[src/design/rapwm_pkg.sv]
// ----------------------------------------------------------------------------
// rapwm_pkg
// shared types, codes and sizes of the access point whitelist matcher
// ----------------------------------------------------------------------------
package rapwm_pkg;

    // table geometry
    localparam int ENTRIES    = 16;
    localparam int NAME_BYTES = 32;
    localparam int NAME_W     = 8 * NAME_BYTES;
    localparam int IDX_W      = (ENTRIES > 1) ? $clog2(ENTRIES) : 1;
    localparam int CNT_W      = $clog2(ENTRIES + 1);

    // field widths
    localparam int OP_W   = 3;
    localparam int LEN_W  = 6;
    localparam int ADDR_W = 48;
    localparam int CH_W   = 8;
    localparam int ST_W   = 3;
    localparam int EV_W   = 2;
    localparam int OUT_IDX_W = 4;
    localparam int TOT_W  = 32;

    // opcodes
    localparam logic [OP_W-1:0] OP_CHECK  = 3'd0;
    localparam logic [OP_W-1:0] OP_ADD    = 3'd1;
    localparam logic [OP_W-1:0] OP_REMOVE = 3'd2;
    localparam logic [OP_W-1:0] OP_CLEAR  = 3'd3;
    localparam logic [OP_W-1:0] OP_SWEEP  = 3'd4;

    // status codes
    localparam logic [ST_W-1:0] ST_OK        = 3'd0;
    localparam logic [ST_W-1:0] ST_BAD_LEN   = 3'd1;
    localparam logic [ST_W-1:0] ST_BAD_CH    = 3'd2;
    localparam logic [ST_W-1:0] ST_FULL      = 3'd3;
    localparam logic [ST_W-1:0] ST_NOT_FOUND = 3'd4;

    // event codes
    localparam logic [EV_W-1:0] EV_NONE     = 2'd0;
    localparam logic [EV_W-1:0] EV_ROGUE    = 2'd1;
    localparam logic [EV_W-1:0] EV_MISMATCH = 2'd2;

    // name sanitizing and channel range
    localparam logic [7:0] CHAR_SPACE      = 8'h20;
    localparam logic [7:0] CHAR_COMMA      = 8'h2c;
    localparam logic [7:0] CHAR_BAR        = 8'h7c;
    localparam logic [7:0] CHAR_UNDERSCORE = 8'h5f;
    localparam logic [CH_W-1:0] CH_MAX     = 8'd14;

    // one whitelist entry as held in the table memory
    typedef struct packed {
        logic [NAME_W-1:0] name;
        logic [LEN_W-1:0]  len;
        logic [ADDR_W-1:0] addr;
        logic [CH_W-1:0]   ch;
    } entry_t;

    // controller states
    typedef enum logic [1:0] {
        S_IDLE,
        S_SCAN,
        S_DRAIN,
        S_FINISH
    } state_t;

    // controller to datapath commands
    typedef struct packed {
        logic             load;
        logic             rd_en;
        logic [IDX_W-1:0] rd_addr;
        logic             finish;
    } cmd_t;

endpackage

[src/design/rapwm_ctrl.sv]
// ----------------------------------------------------------------------------
// rapwm_ctrl
// sequencer: takes a beat, scans the table once, commits and posts the result
// ----------------------------------------------------------------------------
module rapwm_ctrl (
    input  logic             clk,
    input  logic             rst_n,
    input  logic             in_valid,
    output logic             in_stall,
    output logic             out_valid,
    input  logic             out_stall,
    output rapwm_pkg::cmd_t  cmd
);

    rapwm_pkg::state_t             state_reg, state_next;
    logic [rapwm_pkg::IDX_W-1:0]   scan_cnt_reg, scan_cnt_next;
    logic                          out_valid_reg, out_valid_next;
    logic                          slot_free;
    logic                          scan_last;

    assign slot_free = !out_valid_reg || !out_stall;
    assign scan_last = (scan_cnt_reg == rapwm_pkg::IDX_W'(rapwm_pkg::ENTRIES - 1));

    always_ff @(posedge clk or negedge rst_n)
    begin
        if (!rst_n)
        begin
            state_reg     <= rapwm_pkg::S_IDLE;
            scan_cnt_reg  <= '0;
            out_valid_reg <= 1'b0;
        end
        else
        begin
            state_reg     <= state_next;
            scan_cnt_reg  <= scan_cnt_next;
            out_valid_reg <= out_valid_next;
        end
    end

    // next state
    always_comb
    begin
        state_next    = state_reg;
        scan_cnt_next = scan_cnt_reg;
        case (state_reg)
            rapwm_pkg::S_IDLE:
            begin
                scan_cnt_next = '0;
                if (in_valid)
                    state_next = rapwm_pkg::S_SCAN;
            end
            rapwm_pkg::S_SCAN:
            begin
                scan_cnt_next = scan_cnt_reg + 1'b1;
                if (scan_last)
                    state_next = rapwm_pkg::S_DRAIN;
            end
            rapwm_pkg::S_DRAIN:
            begin
                state_next = rapwm_pkg::S_FINISH;
            end
            rapwm_pkg::S_FINISH:
            begin
                if (slot_free)
                    state_next = rapwm_pkg::S_IDLE;
            end
            default:
            begin
                state_next = rapwm_pkg::S_IDLE;
            end
        endcase
    end

    // outputs
    always_comb
    begin
        cmd            = '0;
        in_stall       = 1'b1;
        out_valid_next = out_valid_reg && out_stall;
        case (state_reg)
            rapwm_pkg::S_IDLE:
            begin
                in_stall = 1'b0;
                cmd.load = in_valid;
            end
            rapwm_pkg::S_SCAN:
            begin
                cmd.rd_en   = 1'b1;
                cmd.rd_addr = scan_cnt_reg;
            end
            rapwm_pkg::S_DRAIN:
            begin
                cmd.rd_en = 1'b0;
            end
            rapwm_pkg::S_FINISH:
            begin
                if (slot_free)
                begin
                    cmd.finish     = 1'b1;
                    out_valid_next = 1'b1;
                end
            end
            default:
            begin
                cmd = '0;
            end
        endcase
    end

    assign out_valid = out_valid_reg;

endmodule

[config.mk]
export PLATFORM = sky130hd
export DESIGN_NAME = rapwm_ctrl
export DESIGN_NICKNAME = d
export VERILOG_FILES = /design/src/design/rapwm_pkg.sv /design/src/design/rapwm_ctrl.sv
export SDC_FILE = /design/constraint.sdc
export NUM_CORES = 1
export LEC_CHECK = 0
export CORE_AREA = 2 2 39 41
export DETAILED_ROUTE_END_ITERATION = 10
export DIE_AREA = 0 0 41 43
export DONT_BUFFER_PORTS = 1
export PLACE_DENSITY = 0.54
export SLEW_MARGIN = 30
export SYNTH_ARGS = -nofsm -noshare
export SYNTH_HDL_FRONTEND = slang
export SYNTH_SLANG_ARGS = --single-unit
export TNS_END_PERCENT = 5
[constraint.sdc]
create_clock -name clk -period 4.55 [get_ports clk]
set_input_delay 0.455 -clock clk [delete_from_list [all_inputs] [get_ports clk]]
set_output_delay 0.455 -clock clk [all_outputs]
set_load 0.01 [all_outputs]
==> results of run 1 <==
-- cell type report --
| type | instances | share of cell area, % |
|---|---|---|
| inverters | 4 | 3.24 |
| clock buffers | 4 | 5.24 |
| multi-input cells | 31 | 50.6 |
| repair buffers | 1 | 2.00 |
| well taps | 16 | 3.99 |
| flip-flops and latches | 7 | 34.9 |
-- kinds of logic after synthesis --
kind of cell / Yosys count / share of synthesized area [%]
AOI/OAI and AO/OA: 6 / 10.9
xor gates and xnor gates: 2 / 3.90
adders and majority gates: 6 / 16.7
buffers and inverters: 5 / 4.45
DFF: 7 / 39.0
muxes: 3 / 7.24
and+or+nand+nor: 14 / 17.8
-- worst max-delay path, delay by kind of cell (launching register included) --
family	cells	cell delay [ns]
adder cells (fa/ha/maj)	1	0.44
buffers and inverters	1	0.10
flip-flops	1	0.40
AND/OR/NAND/NOR	1	0.26
-- per-stage QoR --
step | util (%) | cells | instance area (um^2)
6_report | 36.3 | 63 | 502
5_1_grt | 36.3 | 63 | 502
4_1_cts | 36.3 | 63 | 502
3_5_place_dp | 33.6 | 58 | 465
3_3_place_gp | 33.6 | 58 | 465
2_1_floorplan | - | 43 | 449
-- where the power goes --
part,internal [mW],switching [mW],leakage (nW)
combinational,0.0639,0.0811,0.141
sequential,0.0870,0.0242,0.0890
clock,0.0334,0.0224,0.0150
total,0.184,0.128,0.245
-- path summary, 6_finish.rpt --
path	start	end	slack, ns	cells past startpoint
setup / recovery	state_reg[1]	cmd[3]	2.63	3
hold reg to reg	state_reg[1]	state_reg[1]	0.56	1
setup reg to reg	state_reg[1]	state_reg[1]	2.89	4
max in group asynchronous	rst_n	state_reg[1]	3.77	1
min in group asynchronous	rst_n	scan_cnt_reg[3]	0.53	1
hold / removal	out_stall	out_valid	0.33	1
-- cells in the final DEF (no fill, tap or decap), types with 2 or more instances in the layout --
cell,n
nor2_1,3
inv_1,3
dfrtp_1,7
and2_1,3
ha_1,6
nand2_1,2
o21ai_0,2
clkbuf_4,3
-- repair_timing --
action / 4_1_cts / 5_1_grt
endpoints found under the hold margin: 7 / 0
hold buffers: 1 / 0
setup endpoints to repair: 0 / 0
-- metal layers --
metal | wire (um) | part of all wire, % | GRT usage (%)
met2 | 361 | 52 | 13.8
met3 | 50 | 7.2 | 9.42
met5 | 0 | 0 | 0
met1 | 285 | 41 | 12.2
met4 | 0 | 0 | 0
==> qor.csv, run 1 <==
metric,value,unit
status,"complete, no violations",
critical path type,register to output pin,
Die ar.,1760,um^2
vias in the first global route,261,
Detailed Place HPWL,565,um
number of synthesized register bits,7,
Post-CTS Resized,0,
Worst Skew,0.00578,ns
Startpoint Class,register,
max-cap viol count,0,
GRT Overall Usage,10.0,%
Cell Pwr Density,622,nW/um^2
count of cell types in the netlist,24,
most common cell in the netlist,dfrtp_1,
Crit. End Element,output pin,
most frequent cells after synthesis,"dfrtp_1 (7), ha_1 (6), and2_1 (3), inv_1 (3), nor2_1 (3)",
post-synth top area share,39.0,%
DR vias/cell,4.63,
Synth area leader,dfrtp_1,
Reg area,175,um^2
grt total ovfl,0,
WHS,0.328,ns
Worst-Margin Slew,0.455,ns
Area Growth Syn to Fin,11.7,%
setup bufs post-CTS,0,
Via Count,292,
DR pass1 iterations,2,
clk root buf,clkbuf_4,
Design Power,0.312,mW
Synth Net Count,53,
routed wire length,697,um
worst skew pair latency,0.25,ns
Setup TNS,0,ns
maximum vdd ir drop,0.185,mV
# setup viols final,0,
post-synthesis cell count,43,
clock buffer count from CTS,3,
post-DR wirelength/cell,11.1,um
first-pass GRT wire length,1110,um
Synth async-reset ratio,100,%
YS warnings,0,
critical path peak fanout,13,
fraction of the yosys area taken by sequential cells,39.0,%
Place WS,2.87,ns
most used flip-flop cell after synthesis,dfrtp_1,
Port Buffers,0,
largest net degree at the start of global routing,14,
syn avg cell area,10.4,um^2
crit share post-route,42.1,%
htree depth,1,
combined area of the multi-input logic cells,254,um^2
Clock Tree Buf Depth,2,
Post-synth EDFFs,0,
Core ar.,1380,um^2
Static Leak,0.245,nW
RePlAce Congestion,0.670,
Starting Density,32.5,%
Antenna Cells,0,
Ports,13,
DIE HEIGHT,43,um
Tmin final,1.92,ns
Hold Crit Class,input port to register,
Slew headroom,69.6,%
worst-path cell chain,inv_1 -> ha_1 -> and2_2,
final setup margin,2.63,ns
CP peak stage delay,0.44,ns
Starting DRT DRC Count,2,
max reg flops,4,
Routed Antenna Nets,0,
Max Clock Freq,0.522,GHz
row count,14,
# clock sinks,7,
max-slew violation count,0,
clk slew on worst S/H paths,0.05,ns
RSZ-0062 raised after global routing,no,
"Slowest-stage cell, CP",ha_1,
DRC Markers,0,
share of layout cells above drive strength 1,17.0,%
WP data arrival,1.46,ns
endpoints failing hold,0,
Final #Nets,58,
Synth area leaders,"dfrtp_1 (39%), ha_1 (17%), and2_1 (4.2%)",
required time worst endpoint,4.09,ns
initial antenna violation count,0,
synthesized cell area,449,um^2
CTS tree,built,
Fill cells,141,
Die W,41,um
(Power assumes the default switching activity.)
==> run 2: changes to the inputs <==
==> constraint.sdc (replaced) <==
create_clock -name clk -period 1.8 [get_ports clk]
set_input_delay 0.18 -clock clk [delete_from_list [all_inputs] [get_ports clk]]
set_output_delay 0.18 -clock clk [all_outputs]
set_load 0.01 [all_outputs]
==> run 2 against run 1 <==
Total power grew to 2.6 times the previous value. Routed wire length up 8.2%. Combinational power increased to 2.6 times the previous value. Clock power increased to 2.5 times the previous value. Flip-flop and latch count did not move. Critical path type is now register to register.
==> qor.csv, run 2 (synthesized netlist as in run 1, its figures left out) <==
metric,value,unit,change
status,"complete, no violations",,
DR pass1 iterations,3,,+1
clk root buf,clkbuf_4,,
Starting DRT DRC Count,3,,+1
maximum vdd ir drop,0.551,mV,+200%
Design Power,0.801,mW,+160%
WHS,0.0504,ns,-0.277 ns
fin cells,64,,+1.6%
WP data arrival,1.67,ns,+0.21 ns
Core ar.,1380,um^2,unchanged
Port Buffers,0,,unchanged
critical path type,register to register,,
Area Growth Syn to Fin,13.4,%,
Worst Reg-to-Reg Cells,4,,unchanged
post-DR wirelength/cell,11.8,um,+6.5%
Post-CTS Resized,0,,unchanged
Ports,13,,unchanged
Slew headroom,75.8,%,+6.2 points
Clock Tree Buf Depth,2,,unchanged
Starting Density,32.5,%,unchanged
Max Clock Freq,0.648,GHz,
"commonest non-fill, non-tap cell in the layout",dfrtp_1,,
DIE HEIGHT,43,um,unchanged
Die W,41,um,unchanged
required time worst endpoint,1.93,ns,-2.16 ns
# setup viols final,0,,unchanged
row count,14,,unchanged
CTS tree,built,,
Detailed Place HPWL,608,um,+7.7%
DRC Markers,0,,unchanged
largest net degree at the start of global routing,13,,-1
max-cap viol count,0,,unchanged
placed cells,59,,+1.7%
Die ar.,1760,um^2,unchanged
max-slew violation count,0,,unchanged
Antenna Cells,0,,unchanged
DR vias/cell,4.61,,-0.55%
reg2reg setup slack,0.26,ns,-2.63 ns
first-pass GRT wire length,1230,um,+11%
initial antenna violation count,0,,unchanged
max reg flops,4,,unchanged
GRT Overall Usage,10.6,%,+0.63 points
# clock sinks,7,,unchanged
Worst-Margin Slew,0.359,ns,-0.0959 ns
clock buffer count from CTS,3,,unchanged
Via Count,295,,+1.0%
Hold Crit Class,input port to register,,
Static Leak,0.250,nW,+2.1%
worst skew pair latency,0.25,ns,about the same
htree depth,1,,unchanged
Placed Area,473,um^2,+1.6%
Routed Antenna Nets,0,,unchanged
grt total ovfl,0,,unchanged
hold wc startpoint,out_stall,,
critical path peak fanout,5,,-8
Fill cells,143,,+1.4%
Tmin final,1.54,ns,
Worst Skew,0.00172,ns,-0.00406 ns
RSZ-0062 raised after global routing,no,,
Worst Hold Depth,1,,unchanged
RePlAce Congestion,0.588,,-12%
worst r2r src,state_reg[0],,
clk slew on worst S/H paths,0.05,ns,about the same
share of layout cells above drive strength 1,18.8,%,+1.7 points
routed wire length,754,um,+8.2%
"commonest non-fill, non-tap cells in the layout","dfrtp_1 (7), ha_1 (6)",,
Cell Pwr Density,1570,nW/um^2,+150%
Crit. End Element,register,,
Setup TNS,0,ns,unchanged
crit share post-route,85.8,%,
Final #Nets,59,,+1.7%
hold path endpoint,out_valid,,
endpoints failing hold,0,,unchanged
final instance area,509,um^2,+1.5%
Worst R2R End,state_reg[1],,
vias in the first global route,288,,+10%
Startpoint Class,register,,
-- run 2: changes by cell type in the layout (fill, tap and decap cells not counted) --
| cell | previous run | this run |
|---|---|---|
| buf_4 | 0 | 1 |
-- run 2: how the worst max path moves through the flow --
stage | startpoint | end | slack, ns | depth (start not counted)
6_report | state_reg[0] | state_reg[1] | 0.26 | 4
5_1_grt | state_reg[0] | state_reg[1] | 0.15 | 4
4_1_cts | state_reg[0] | cmd[6] | 0.21 | 4
3_5_place_dp | state_reg[0] | state_reg[1] | 0.23 | 4
3_3_place_gp | state_reg[0] | state_reg[1] | 0.25 | 4
2_1_floorplan | state_reg[0] | state_reg[1] | 0.35 | 4
-- run 2: final cells by class --
type	instances	area, um^2	share of cell area, %
flip-flops and latches	7	175	34.4
well taps	16	20.0	3.93
clock buffers	4	26.3	5.16
repair buffers	2	17.5	3.44
multi-input cells	31	254	49.9
inverters	4	16.3	3.19
-- run 2: layer usage --
layer  vias to the layer above  track usage, %  wire [um]
li1                        153               -          -
met1                       136            13.2        321
met2                         6            15.6        393
met3                         0            6.28         39
met4                         0            2.00          0
met5                         -               0          0
-- run 2: critical path: stages, from the launching register on --
cell and delay, ns:
dfrtp_1 0.38, inv_1 0.10, ha_1 0.27, a221oi_2 0.32, mux2_1 0.36
-- run 2: power breakdown --
part | switching (mW) | internal (mW)
Clock | 0.0575 | 0.0846
Combinational | 0.209 | 0.169
Sequential | 0.0605 | 0.220
-- run 2: what timing repair did --
item	CTS	global route
buffers inserted	0	0
hold buffers	1	0
hold endpoints to repair	7	0
-- run 2: through the flow --
step / util, % / setup WS, ns
4_1_cts: 36.8 / 0.208
2_1_floorplan: - / 0.345
3_3_place_gp: 34.2 / 0.254
3_5_place_dp: 34.2 / 0.233
5_1_grt: 36.8 / 0.154
6_report: 36.8 / 0.256
==> run 3: changes to the inputs <==
--- a/config.mk
+++ b/config.mk
@@ -5,11 +5,12 @@
 export SDC_FILE = /design/constraint.sdc
 export NUM_CORES = 1
 export LEC_CHECK = 0
+export ABC_AREA = 1
 export CORE_AREA = 2 2 39 41
 export DETAILED_ROUTE_END_ITERATION = 10
 export DIE_AREA = 0 0 41 43
 export DONT_BUFFER_PORTS = 1
-export PLACE_DENSITY = 0.54
+export PLACE_DENSITY = 0.55
 export SLEW_MARGIN = 30
 export SYNTH_ARGS = -nofsm -noshare
 export SYNTH_HDL_FRONTEND = slang
==> run 3 against run 2 <==
Critical path depth did not move. Area after synthesis grew 2.8%. First-iteration DRC count rose to 3.3 times the previous value. Combinational power is 5.3% higher. Synthesized cell count increased by 40%. Hold slack got worse by 0.010 ns. Fmax fell by 2.0%. Worst setup slack worse by 0.032 ns. Critical endpoint is now cmd[4]. Largest power group unchanged.
==> qor.csv, run 3 <==
metric,value,unit,change
max reg flops,4,,unchanged
"commonest non-fill, non-tap cells in the layout","nand2_1 (19), inv_1 (11), dfrtp_1 (7), ha_1 (6), nand3_1 (4)",,
final instance area,510,um^2,+0.25%
Synth Area in Adders,16.3,%,-0.45 points
routed wire length,792,um,+5.0%
Starting Density,33.4,%,+0.90 points
post-synth top area share,37.9,%,-1.1 points
Synth area leader,dfrtp_1,,
GRT Overall Usage,11.8,%,+1.1 points
Final #Nets,75,,+27%
Worst-Margin Slew,0.383,ns,+0.0233 ns
Worst Skew,0.00230,ns,+0.000582 ns
critical path type,register to output pin,,
share of layout cells above drive strength 1,12.5,%,-6.3 points
crit share post-route,87.5,%,+1.8 points
clk root buf,clkbuf_4,,
Static Leak,0.301,nW,+20%
status,"complete, no violations",,
number of synthesized register bits,7,,unchanged
Antenna Cells,0,,unchanged
clock buffer count from CTS,3,,unchanged
fin util,36.9,%,+0.090 points
Starting DRT DRC Count,10,,+7
Die W,41,um,unchanged
DIE HEIGHT,43,um,unchanged
htree depth,1,,unchanged
# clock sinks,7,,unchanged
first-pass GRT wire length,1350,um,+9.5%
DR pass1 iterations,2,,-1
Synth area leaders,"dfrtp_1 (38%), ha_1 (16%), nand2_1 (15%)",,
YS warnings,0,,unchanged
Startpoint Class,register,,
most frequent cells after synthesis,"nand2_1 (19), inv_1 (11), dfrtp_1 (7), ha_1 (6), nand3_1 (4)",,
Synth async-reset ratio,100,%,unchanged
grt total ovfl,0,,unchanged
CTS tree,built,,
Max Clock Freq,0.635,GHz,-2.0%
WP data arrival,1.40,ns,-0.27 ns
DR vias/cell,4.59,,-0.47%
Routed Antenna Nets,0,,unchanged
xor and xnor area share after synthesis,1.90,%,-2.0 points
required time worst endpoint,1.62,ns,-0.31 ns
Hold Crit Class,input port to register,,
DRC Markers,0,,unchanged
row count,14,,unchanged
post-DR wirelength/cell,9.90,um,-16%
Detailed Place HPWL,643,um,+5.8%
Clock Tree Buf Depth,2,,unchanged
Setup TNS,0,ns,unchanged
Post-Synth Simple-Gate Area,25.2,%,+7.4 points
Placed Area,474,um^2,+0.26%
Crit. End Element,output pin,,
Core ar.,1380,um^2,unchanged
most common cell in the netlist,nand2_1,,
vias in the first global route,310,,+7.6%
syn avg cell area,7.69,um^2,-26%
most used flip-flop cell after synthesis,dfrtp_1,,
RSZ-0062 raised after global routing,no,,
complex-gate fraction of the synthesized area,7.32,%,-3.5 points
RePlAce Congestion,0.693,,+18%
post-synthesis cell count,60,,+40%
synthesized cell area,462,um^2,+2.8%
max-slew violation count,0,,unchanged
Post-synth EDFFs,0,,unchanged
maximum vdd ir drop,0.770,mV,+40%
Area Growth Syn to Fin,10.6,%,
largest family of logic cells by synthesized area,simple AND/OR/NAND/NOR gates,,
initial antenna violation count,0,,unchanged
Port Buffers,0,,unchanged
Slew headroom,74.5,%,-1.3 points
clk slew on worst S/H paths,0.05,ns,about the same
mux share of post-synthesis cell area,0,%,-7.2 points
worst skew pair latency,0.25,ns,about the same
count of cell types in the netlist,15,,-38%
largest net degree at the start of global routing,10,,-3
Post-CTS Resized,0,,unchanged
Via Count,367,,+24%
Tmin final,1.58,ns,+0.0316 ns
# setup viols final,0,,unchanged
Synth Net Count,70,,+32%
Ports,13,,unchanged
Cell Pwr Density,1630,nW/um^2,+3.9%
Die ar.,1760,um^2,unchanged
"commonest non-fill, non-tap cell in the layout",nand2_1,,
critical path peak fanout,9,,+4
max-cap viol count,0,,unchanged
fraction of the yosys area taken by sequential cells,37.9,%,-1.1 points
endpoints failing hold,0,,unchanged
-- run 3: changes by cell type after synthesis, moves of 3 or more --
| cell | delta |
|---|---|
| nand2_1 | +17 |
| inv_1 | +8 |
| and2_1 | -3 |
| nand3_1 | +3 |
| nor2_1 | -3 |
| o21ai_1 | +3 |
-- run 3: cell type report --
cell class                 instances  area, um^2
multi-input combinational         40         234
inverter                          12        45.0
tap                               16        20.0
fill                             151         873
sequential                         7         175
timing repair buffer               1        10.0
clock buffer                       4        26.3
-- run 3: path summary, 6_finish.rpt --
kind,from,end,slack [ns],cells after the start
worst max-delay path,state_reg[1],cmd[4],0.22,4
worst min-delay path,out_stall,out_valid,0.04,2
worst max register to register,state_reg[1],scan_cnt_reg[3],0.45,6
min in group asynchronous,rst_n,out_valid,0.27,1
max in group asynchronous,rst_n,scan_cnt_reg[3],1.28,1
worst min register to register,state_reg[1],state_reg[1],0.53,2
-- run 3: worst max-delay path, cell delays in order, from the launching register on --
cell and delay, ns:
dfrtp_1 0.40, inv_1 0.11, ha_1 0.39, nand2_1 0.12
inv_1 0.12
-- run 3: timing repair --
item	CTS	global route
hold buffers	1	0
endpoints found under the hold margin	7	0
setup buffers	0	0
-- run 3: metrics by stage --
step,setup WS [ns],hold WS [ns],power [mW],cells
floorplan,0.594,-0.116,0.629,60
global placement,0.457,-0.115,0.688,75
finish,0.224,0.0402,0.834,80
CTS,0.183,0.0337,0.850,80
global route,0.0722,0.0461,0.936,80
detailed placement,0.427,-0.115,0.699,75
-- run 3: kinds of logic (layout without fill, tap and decap cells) --
family                   count (synthesis)  in the layout
AND/OR/NAND/NOR                         27             27
buffers and inverters                   13             17
adder cells (fa/ha/maj)                  6              6
AO/OA/AOI/OAI                            6              6
flip-flops                               7              7
XOR/XNOR                                 1              1
-- run 3: power by group --
| part | internal, mW | switching [mW] |
|---|---|---|
| registers | 0.220 | 0.0725 |
| logic | 0.150 | 0.248 |
| clock network | 0.0846 | 0.0580 |
-- run 3: metal layers --
layer,wire [um],track usage (%)
met2,359,14.7
met5,0,0
met1,374,16.9
met3,58,7.85
met4,0,2.00
